$ cat config.mk
export PLATFORM = sky130hd
export DESIGN_NAME = sorted_list_insert_and_purge_core
export DESIGN_NICKNAME = d
export VERILOG_FILES = /design/src/sv/sli_pkg.sv /design/src/sv/sorted_list_insert_and_purge_core.sv /design/src/sv/sli_cell.sv
export SDC_FILE = /design/constraint.sdc
export NUM_CORES = 2
export LEC_CHECK = 0
export BUFFER_PORTS_ARGS = -buffer_cell sky130_fd_sc_hd__buf_4
export CORE_ASPECT_RATIO = 1.5
export CORE_MARGIN = 3
export CORE_UTILIZATION = 56
export CTS_CLUSTER_SIZE = 16
export DETAILED_ROUTE_END_ITERATION = 8
export GPL_TIMING_DRIVEN = 0
export HOLD_SLACK_MARGIN = 0.06
export PLACE_DENSITY = 0.82
export SLEW_MARGIN = 25
export SYNTH_ARGS = -nofsm -noshare
export SYNTH_HDL_FRONTEND = slang
export SYNTH_SLANG_ARGS = --single-unit
$ cat constraint.sdc
create_clock -name clock -period 7.1 [get_ports clock]
set_input_delay 1.42 -clock clock [delete_from_list [all_inputs] [get_ports clock]]
set_output_delay 1.42 -clock clock [all_outputs]
set_load 0.005 [all_outputs]
$ cat src/sv/sli_pkg.sv
// ----------------------------------------------------------------------------
// Sorted list package
// Shared widths, command codes, cell operation codes and the control bundle
// that the top level broadcasts to every cell of the chain.
// ----------------------------------------------------------------------------
package sli_pkg;

   // Field widths fixed by the interface.
   localparam int DataW     = 32;
   localparam int CmdW      = 2;
   localparam int CountOutW = 6;

   // Default number of cells.
   localparam int DepthDef = 32;

   // Reset value of the purge threshold.
   localparam logic signed [DataW-1:0] ThresholdRst = 32'sd50;

   // Command codes on req_cmd.
   localparam logic [CmdW-1:0] CMD_INSERT = 2'd0;
   localparam logic [CmdW-1:0] CMD_PURGE  = 2'd1;
   localparam logic [CmdW-1:0] CMD_DUMP   = 2'd2;

   // Operation codes that every cell executes in the same cycle.
   localparam logic [1:0] OP_HOLD   = 2'd0;
   localparam logic [1:0] OP_INSERT = 2'd1;
   localparam logic [1:0] OP_SHIFT  = 2'd2;
   localparam logic [1:0] OP_ROTATE = 2'd3;

   // Control broadcast from the sequencer to the cells.
   typedef struct packed {
      logic [1:0]              op;
      logic signed [DataW-1:0] value;
      logic signed [DataW-1:0] head;
   } cell_ctrl_type;

endpackage

$ cat src/sv/sorted_list_insert_and_purge_core.sv
// ----------------------------------------------------------------------------
// Sorted list insert and purge core
// Holds up to DEPTH signed values in ascending order in a chain of cells.
//
// Usage: raise start with req_cmd and req_value while busy is low; the item
// is taken at that clock edge. Results appear on the rsp_ ports for one
// cycle each, marked by rsp_valid, and cannot be held off by the receiver.
// Insert: the chain compares and shifts in the accept cycle; its single
// status result follows in the next cycle and a new item is taken at once.
// Purge: removes one leading entry per cycle while the head is at or below
// the threshold and the list is not empty, busy meanwhile; then one result.
// Dump: rotates the chain once per entry, giving one result per entry, one
// per cycle (one result when empty); busy until the last entry is given.
// The rate is set by the single-step shift of the chain for purge and the
// one-entry-per-cycle rotation for dump. Command 3 is taken and ignored.
// The threshold is written through csr_we/csr_wdata; the user is bound to
// write it only while idle, and the block has no check of its own. Reset
// clears the count to empty and the threshold to 50; there is no clearing pass.
// ----------------------------------------------------------------------------
module sorted_list_insert_and_purge_core
   import sli_pkg::*;
#(
   parameter int DEPTH = DepthDef
) (
   input  logic                    clock,
   input  logic                    reset,
   input  logic                    start,
   output logic                    busy,
   input  logic [CmdW-1:0]         req_cmd,
   input  logic signed [DataW-1:0] req_value,
   output logic                    rsp_valid,
   output logic signed [DataW-1:0] rsp_entry,
   output logic                    rsp_entry_valid,
   output logic                    rsp_last,
   output logic [CountOutW-1:0]    rsp_count,
   output logic                    rsp_status,
   input  logic                    csr_we,
   input  logic signed [DataW-1:0] csr_wdata
);

   localparam int CW = $clog2(DEPTH+1);

   localparam logic [1:0] ST_IDLE  = 2'd0;
   localparam logic [1:0] ST_PURGE = 2'd1;
   localparam logic [1:0] ST_DUMP  = 2'd2;

   logic [1:0]              state_ff, state_in;
   logic [CW-1:0]           count_ff, count_in;
   logic [CW-1:0]           idx_ff, idx_in;
   logic signed [DataW-1:0] threshold_ff;

   logic                    rsp_valid_ff, rsp_valid_in;
   logic signed [DataW-1:0] rsp_entry_ff, rsp_entry_in;
   logic                    rsp_entry_valid_ff, rsp_entry_valid_in;
   logic                    rsp_last_ff, rsp_last_in;
   logic [CountOutW-1:0]    rsp_count_ff, rsp_count_in;
   logic                    rsp_status_ff, rsp_status_in;

   cell_ctrl_type           ctrl;
   logic signed [DataW-1:0] cell_entry [DEPTH];
   logic                    cell_keep  [DEPTH];
   logic signed [DataW-1:0] head;
   logic                    at_tail;
   logic [6:0]              count_wide;

   assign head    = cell_entry[0];
   assign at_tail = (idx_ff + CW'(1)) == count_ff;
   assign busy    = state_ff != ST_IDLE;

   // Chain of cells; each sees its left and right neighbor.
   for (genvar i = 0; i < DEPTH; i++) begin : g_cell
      logic signed [DataW-1:0] prev_entry;
      logic                    prev_keep;
      logic signed [DataW-1:0] next_entry;

      if (i == 0) begin : g_first
         assign prev_entry = req_value;
         assign prev_keep  = 1'b1;
      end else begin : g_mid
         assign prev_entry = cell_entry[i-1];
         assign prev_keep  = cell_keep[i-1];
      end

      if (i == DEPTH - 1) begin : g_last
         assign next_entry = head;
      end else begin : g_inner
         assign next_entry = cell_entry[i+1];
      end

      sli_cell #(
         .DEPTH (DEPTH),
         .IDX   (i)
      ) u_cell (
         .clock      (clock),
         .count      (count_ff),
         .ctrl       (ctrl),
         .prev_entry (prev_entry),
         .prev_keep  (prev_keep),
         .next_entry (next_entry),
         .entry      (cell_entry[i]),
         .keep       (cell_keep[i])
      );
   end

   // Sequencer: decodes commands, steps purge and dump, builds results.
   always_comb begin
      state_in           = state_ff;
      count_in           = count_ff;
      idx_in             = idx_ff;
      ctrl.op            = OP_HOLD;
      ctrl.value         = req_value;
      ctrl.head          = head;
      rsp_valid_in       = 1'b0;
      rsp_entry_in       = '0;
      rsp_entry_valid_in = 1'b0;
      rsp_last_in        = 1'b0;
      rsp_status_in      = 1'b0;

      unique case (state_ff)
         ST_IDLE: begin
            if (start) begin
               unique case (req_cmd)
                  CMD_INSERT: begin
                     rsp_valid_in = 1'b1;
                     rsp_last_in  = 1'b1;
                     if (count_ff == CW'(DEPTH)) begin
                        rsp_status_in = 1'b1;
                     end else begin
                        ctrl.op  = OP_INSERT;
                        count_in = count_ff + CW'(1);
                     end
                  end
                  CMD_PURGE: begin
                     state_in = ST_PURGE;
                  end
                  CMD_DUMP: begin
                     if (count_ff == '0) begin
                        rsp_valid_in = 1'b1;
                        rsp_last_in  = 1'b1;
                     end else begin
                        state_in = ST_DUMP;
                        idx_in   = '0;
                     end
                  end
                  default: begin
                     state_in = ST_IDLE;
                  end
               endcase
            end
         end
         ST_PURGE: begin
            if ((count_ff != '0) && (head <= threshold_ff)) begin
               ctrl.op  = OP_SHIFT;
               count_in = count_ff - CW'(1);
            end else begin
               rsp_valid_in = 1'b1;
               rsp_last_in  = 1'b1;
               state_in     = ST_IDLE;
            end
         end
         ST_DUMP: begin
            ctrl.op            = OP_ROTATE;
            rsp_valid_in       = 1'b1;
            rsp_entry_in       = head;
            rsp_entry_valid_in = 1'b1;
            rsp_last_in        = at_tail;
            idx_in             = idx_ff + CW'(1);
            if (at_tail) begin
               state_in = ST_IDLE;
            end
         end
         default: begin
            state_in = ST_IDLE;
         end
      endcase
   end

   // The reported count wraps at 64.
   assign count_wide   = 7'(count_in);
   assign rsp_count_in = count_wide[CountOutW-1:0];

   // Control registers.
   always_ff @(posedge clock) begin
      if (reset) begin
         state_ff     <= ST_IDLE;
         count_ff     <= '0;
         idx_ff       <= '0;
         rsp_valid_ff <= 1'b0;
         threshold_ff <= ThresholdRst;
      end else begin
         state_ff     <= state_in;
         count_ff     <= count_in;
         idx_ff       <= idx_in;
         rsp_valid_ff <= rsp_valid_in;
         if (csr_we) begin
            threshold_ff <= csr_wdata;
         end
      end
   end

   // Result payload registers.
   always_ff @(posedge clock) begin
      rsp_entry_ff       <= rsp_entry_in;
      rsp_entry_valid_ff <= rsp_entry_valid_in;
      rsp_last_ff        <= rsp_last_in;
      rsp_count_ff       <= rsp_count_in;
      rsp_status_ff      <= rsp_status_in;
   end

   assign rsp_valid       = rsp_valid_ff;
   assign rsp_entry       = rsp_entry_ff;
   assign rsp_entry_valid = rsp_entry_valid_ff;
   assign rsp_last        = rsp_last_ff;
   assign rsp_count       = rsp_count_ff;
   assign rsp_status      = rsp_status_ff;

   // The fill count never exceeds the number of cells.
   a_count_range: assert property (@(posedge clock) disable iff (reset)
      count_ff <= CW'(DEPTH))
      else $error("fill count above depth");

   // A dropped insert is reported only when the store is full.
   a_drop_full: assert property (@(posedge clock) disable iff (reset)
      (rsp_valid && rsp_status) |-> (count_ff == CW'(DEPTH)))
      else $error("insert dropped while store not full");

   // Entry results come only from dump steps.
   a_entry_from_dump: assert property (@(posedge clock) disable iff (reset)
      (rsp_valid && rsp_entry_valid) |-> $past(state_ff == ST_DUMP))
      else $error("entry result outside dump");

   // A purge step never grows the list.
   a_purge_shrinks: assert property (@(posedge clock) disable iff (reset)
      (state_ff == ST_PURGE) |=> (count_ff <= $past(count_ff)))
      else $error("purge grew the list");

endmodule

$ cat src/sv/sli_cell.sv
// ----------------------------------------------------------------------------
// Sorted list cell
// One position of the sorted chain. It holds one entry and, on each cycle,
// keeps it, takes the new value, a neighbor's entry or the head entry.
// ----------------------------------------------------------------------------
module sli_cell
   import sli_pkg::*;
#(
   parameter int DEPTH = DepthDef,
   parameter int IDX   = 0
) (
   input  logic                           clock,
   input  logic [$clog2(DEPTH+1)-1:0]     count,
   input  cell_ctrl_type                  ctrl,
   input  logic signed [DataW-1:0]        prev_entry,
   input  logic                           prev_keep,
   input  logic signed [DataW-1:0]        next_entry,
   output logic signed [DataW-1:0]        entry,
   output logic                           keep
);

   localparam int CW = $clog2(DEPTH+1);

   logic signed [DataW-1:0] entry_ff;
   logic signed [DataW-1:0] entry_in;
   logic                    occupied;
   logic                    is_tail;

   // Position flags against the current fill count.
   assign occupied = CW'(IDX) < count;
   assign is_tail  = CW'(IDX + 1) == count;

   // An occupied entry strictly below the new value stays where it is.
   assign keep = occupied && (entry_ff < ctrl.value);

   // Next entry for the broadcast operation.
   always_comb begin
      entry_in = entry_ff;
      unique case (ctrl.op)
         OP_INSERT: begin
            if (!keep) begin
               entry_in = prev_keep ? ctrl.value : prev_entry;
            end
         end
         OP_SHIFT: begin
            entry_in = next_entry;
         end
         OP_ROTATE: begin
            if (is_tail) begin
               entry_in = ctrl.head;
            end else if (occupied) begin
               entry_in = next_entry;
            end
         end
         default: begin
            entry_in = entry_ff;
         end
      endcase
   end

   // Entry storage.
   always_ff @(posedge clock) begin
      entry_ff <= entry_in;
   end

   assign entry = entry_ff;

endmodule

==> flow_summary.toml, run 1 <==
[floorplan]
initial_core_util = 0.565
rows = 173
fp.dieH_um = 480
fp.dieW_um = 322
ioPinCount = 113

[clock_network]
postCtsSetupRepairBufs = 0
htree_num_levels = 3
numCtsBuffers = 117
clock_tree.buffer_depth = 3
root_buffer = "clkbuf_16"
postCtsHoldBufs = 0
cts_resized = 0
clock-sinks = 1112

[synthesis]
synth_cell_type_count = 83
netlist_instances = 8271
synthArstFlopShare = 0
synth-main-ff-cell = "edfxtp_1"
synth_nets = 9370
synth.avg_cell_area_um2 = 10.1
synth-seq-cells = 1112
yosysSeqAreaShare = 0.387
synth_edf_count = 1024
syn_area_um2 = 83900
yosys_warnings = 0

[placed_design]
globalplace.congestion = 1.26
placed_area_um2 = 89300
portBuffers = 110
post-dp-hpwl_um = 368000

[grt]
grt_pass1_vias = 84121
grt_pass1_wl_um = 671000
grt_overflow = 3
grt_max_degree = 35
grt_use_total = 0.620

[run_status]
flow.stopped_at = "5_1_grt"
outcome = "stopped before the end"
tool.error = "[ERROR GRT-0116] Global routing finished with congestion. Check the congestion regions in the DRC Viewer."
cells in the mapped netlist (163+ instances only):
master / instances / area share
a21oi_1: 414 / 0.025
a22oi_1: 675 / 0.060
buf_2: 164 / 0.0098
clkbuf_1: 422 / 0.019
edfxtp_1: 1024 / 0.37
ha_1: 1029 / 0.15
inv_1: 224 / 0.010
mux2i_1: 967 / 0.12
nand2_1: 518 / 0.023
nor2_1: 384 / 0.017
o21ai_0: 779 / 0.046
o21ai_1: 163 / 0.0097
metrics by stage:
stage	util	TNS (ns)	worst slack [ns]	std cells
global placement	0.587	-3279.87	-4.95	10306
detailed placement	0.601	0	0.0199	10409
floorplan	-	0	0.0903	8271
CTS	0.628	0	0.453	10632
layer usage:
layer,overflow,global-route usage
met5,0,0.0432
met4,1,0.652
met3,0,0.294
met2,2,0.854
met1,0,0.666
kinds of logic after synthesis:
kind of cell,Yosys count,synth area share
compound gates,2742,0.210
xor+xnor,16,0.00167
fa+ha+maj,1029,0.153
buf+inv,923,0.0478
flops,1112,0.387
mux,983,0.118
simple gates,1466,0.0820
==> run 2, diff against run 1 <==
- CORE_ASPECT_RATIO: 1.5 -> not set
- CORE_UTILIZATION: 56 -> 40
- CTS_CLUSTER_SIZE: 16 -> not set
- HOLD_SLACK_MARGIN: 0.06 -> not set
- PLACE_DENSITY: 0.82 -> not set
- PLACE_DENSITY_LB_ADDON: not set -> 0.15
- clock period: 7.1 -> 9.25 ns (I/O delays scaled with it)
==> flow_summary.toml, run 2 <==
[critical_path]
start_kind = "primary input"
critPathKind = "in -> reg"
cp.arrival_ns = 7.41
slowest_delay_ns = 0.98
critPathMostFrequentCell = "buf_4"
end_kind = "register"
worstPathMaxFanout = 34
crit_chain = "buf_4, inv_4, ha_1, nand3_1, nor4_1, nand2_1, o41ai_2, mux2i_2, buf_4, nor2_1, nor3_2, buf_4, buf_4, buf_4"
crit_path_top_delay_cell = "o41ai_2"
required_ns = 9.78

[clock_network]
clock_tree.buffer_depth = 3
htree_num_levels = 4
cts_resized = 0
cts_tree = "done"
clock-sinks = 1112
numCtsBuffers = 148
root_buffer = "clkbuf_16"
cts.reportedPaths.clkPinSlew_ns = 0.06
clk_latency_ns = 0.84
postCtsSetupRepairBufs = 0
postCtsHoldBufs = 0

[floorplan]
rows = 167
ioPinCount = 113
dieArea_um2 = 215000
fp.dieH_um = 464
fp.dieW_um = 464
coreArea_um2 = 208000
initial_core_util = 0.404

[synthesis]
synth_nets = 9370
synthArstFlopShare = 0
synth_cell_type_count = 83
synth_edf_count = 1024
synthTopCellsByArea = "edfxtp_1 37%, ha_1 15%, mux2i_1 12%, a22oi_1 6.0%, o21ai_0 4.6%"
synth-main-ff-cell = "edfxtp_1"
netlist_instances = 8271
yosys_warnings = 0
syn_area_um2 = 83900
yosysSeqAreaShare = 0.387
yosysTopAreaCell = "edfxtp_1"
synth.top_cell.area_share = 0.366
synthMostInstantiatedCell = "ha_1"
synth-seq-cells = 1112
ys_top_cells_by_count = "1029 x ha_1, 1024 x edfxtp_1, 967 x mux2i_1"
synth.avg_cell_area_um2 = 10.1

[pwr]
p_leak_uw = 0.0380
peakVddDrop_v = 0.000213
total_power_uw = 14700
p_per_area_nw_per_um2 = 153

[placed_design]
post-dp-hpwl_um = 389000
portBuffers = 110
globalplace.congestion = 1.06

[sta]
fin_skew_ns = 0.0396
slew_headroom = 0.147
fin_crit_sh = 0.744
setup_viol = 0
slew_viol_final = 0
rsz0062_at_grt = "no"
fmax_ghz = 0.145
fin_crit_ns = 6.88
worst_slew_pin_slew_ns = 1.28
holdWs_ns = 0.496
hold_viol_final = 0

[layout]
drive_gt1_frac = 0.111
final_cell_mix = "1029 x ha_1, 1024 x edfxtp_1, 963 x mux2i_1, 772 x o21ai_0, 675 x a22oi_1"
largest_reg_flops = 1024
fill_cells = 19722
syn2layout_area_growth_pct = 14.1
fin_util = 0.461
layout_commonest_cell = "ha_1"
fin_nets = 9748

[grt]
grt_max_degree = 35
grt_use_total = 0.424
grt_pass1_wl_um = 631000
grt_pass1_vias = 76004
antenna_found_initial = 47
grt_overflow = 0

[detailed_routing]
post-route-drc-count = 0
num_vias = 80447
ant_nets = 0
drt_iter0_drc = 12927
viasPerCell = 6.94
drt-pass1-iter-count = 9
post_drt_wl_per_cell_um = 41.1
wl_um = 476000

[worst_hold_path]
min_path_type = "reg -> reg"

[run]
maxCapViolations = 0

[run_status]
outcome = "finished clean"
==> run 2: cell counts after synthesis <==
No cell type changed its count.
==> run 2: cells by family after synthesis <==
kind of cell / Yosys count / share of synthesized area
adder cells (fa/ha/maj): 1029 / 0.153
XOR/XNOR: 16 / 0.00167
multiplexers: 983 / 0.118
AND/OR/NAND/NOR: 1466 / 0.0820
buffers and inverters: 923 / 0.0478
AO/OA/AOI/OAI: 2742 / 0.210
flip-flops: 1112 / 0.387
==> run 2: per-stage QoR <==
stage	TNS, ns	std cells	setup slack, ns	area (µm²)
5_1_grt	0	11561	2.29	95700
2_1_floorplan	0	8271	1.71	83900
4_1_cts	0	11559	2.72	95600
3_5_place_dp	0	11287	1.86	90600
6_report	0	11587	2.37	95800
3_3_place_gp	-2147.11	11169	-3.90	88200
==> run 2: critical path, delay by kind of cell <==
family / cells / cell delay, ns
compound gates: 1 / 0.98
fa+ha+maj: 1 / 0.27
buf+inv: 6 / 1.71
mux: 1 / 0.50
simple gates: 5 / 2.04
==> run 2: layer usage <==
metal / up-vias / track usage / wire length [µm]
met3: 1033 / 0.105 / 57100
li1: 33128 / - / -
met2: 6083 / 0.619 / 197000
met1: 40191 / 0.568 / 188000
met5: - / 0 / 86
met4: 12 / 0.248 / 33100
==> run 2: final cells by class <==
cell class,instances,area [µm²],share of cell area
multi-input combinational,6236,48000,0.501
sequential,1112,32500,0.340
clock buffer,194,4090,0.0428
tap,2788,3490,0.0364
buffer,699,3330,0.0347
timing repair buffer,228,2420,0.0253
clock inverter,78,931,0.00972
inverter,224,893,0.00933
antenna,28,70.1,0.000732
==> run 2: final timing paths <==
path	from	to	slack, ns	cells after the start
min reg2reg	threshold_ff[12]$_SDFFE_PP0P_	threshold_ff[12]$_SDFFE_PP0P_	0.50	2
min	threshold_ff[12]$_SDFFE_PP0P_	threshold_ff[12]$_SDFFE_PP0P_	0.50	2
max reg2reg	g_cell[0].u_cell.entry[1]$_DFFE_PP_	g_cell[7].u_cell.entry[6]$_DFFE_PP_	2.67	16
max	req_value[27]	g_cell[7].u_cell.entry[6]$_DFFE_PP_	2.37	14
==> run 2: where the power goes <==
part / leakage, µW / total, µW / switching (µW) / internal [µW]
registers: 0.0101 / 6070 / 284 / 5780
logic: 0.0254 / 2420 / 1660 / 760
clock network: 0.00246 / 6210 / 2560 / 3650
total: 0.0380 / 14700 / 4500 / 10200
No activity file was read; power rests on OpenSTA's default activity.
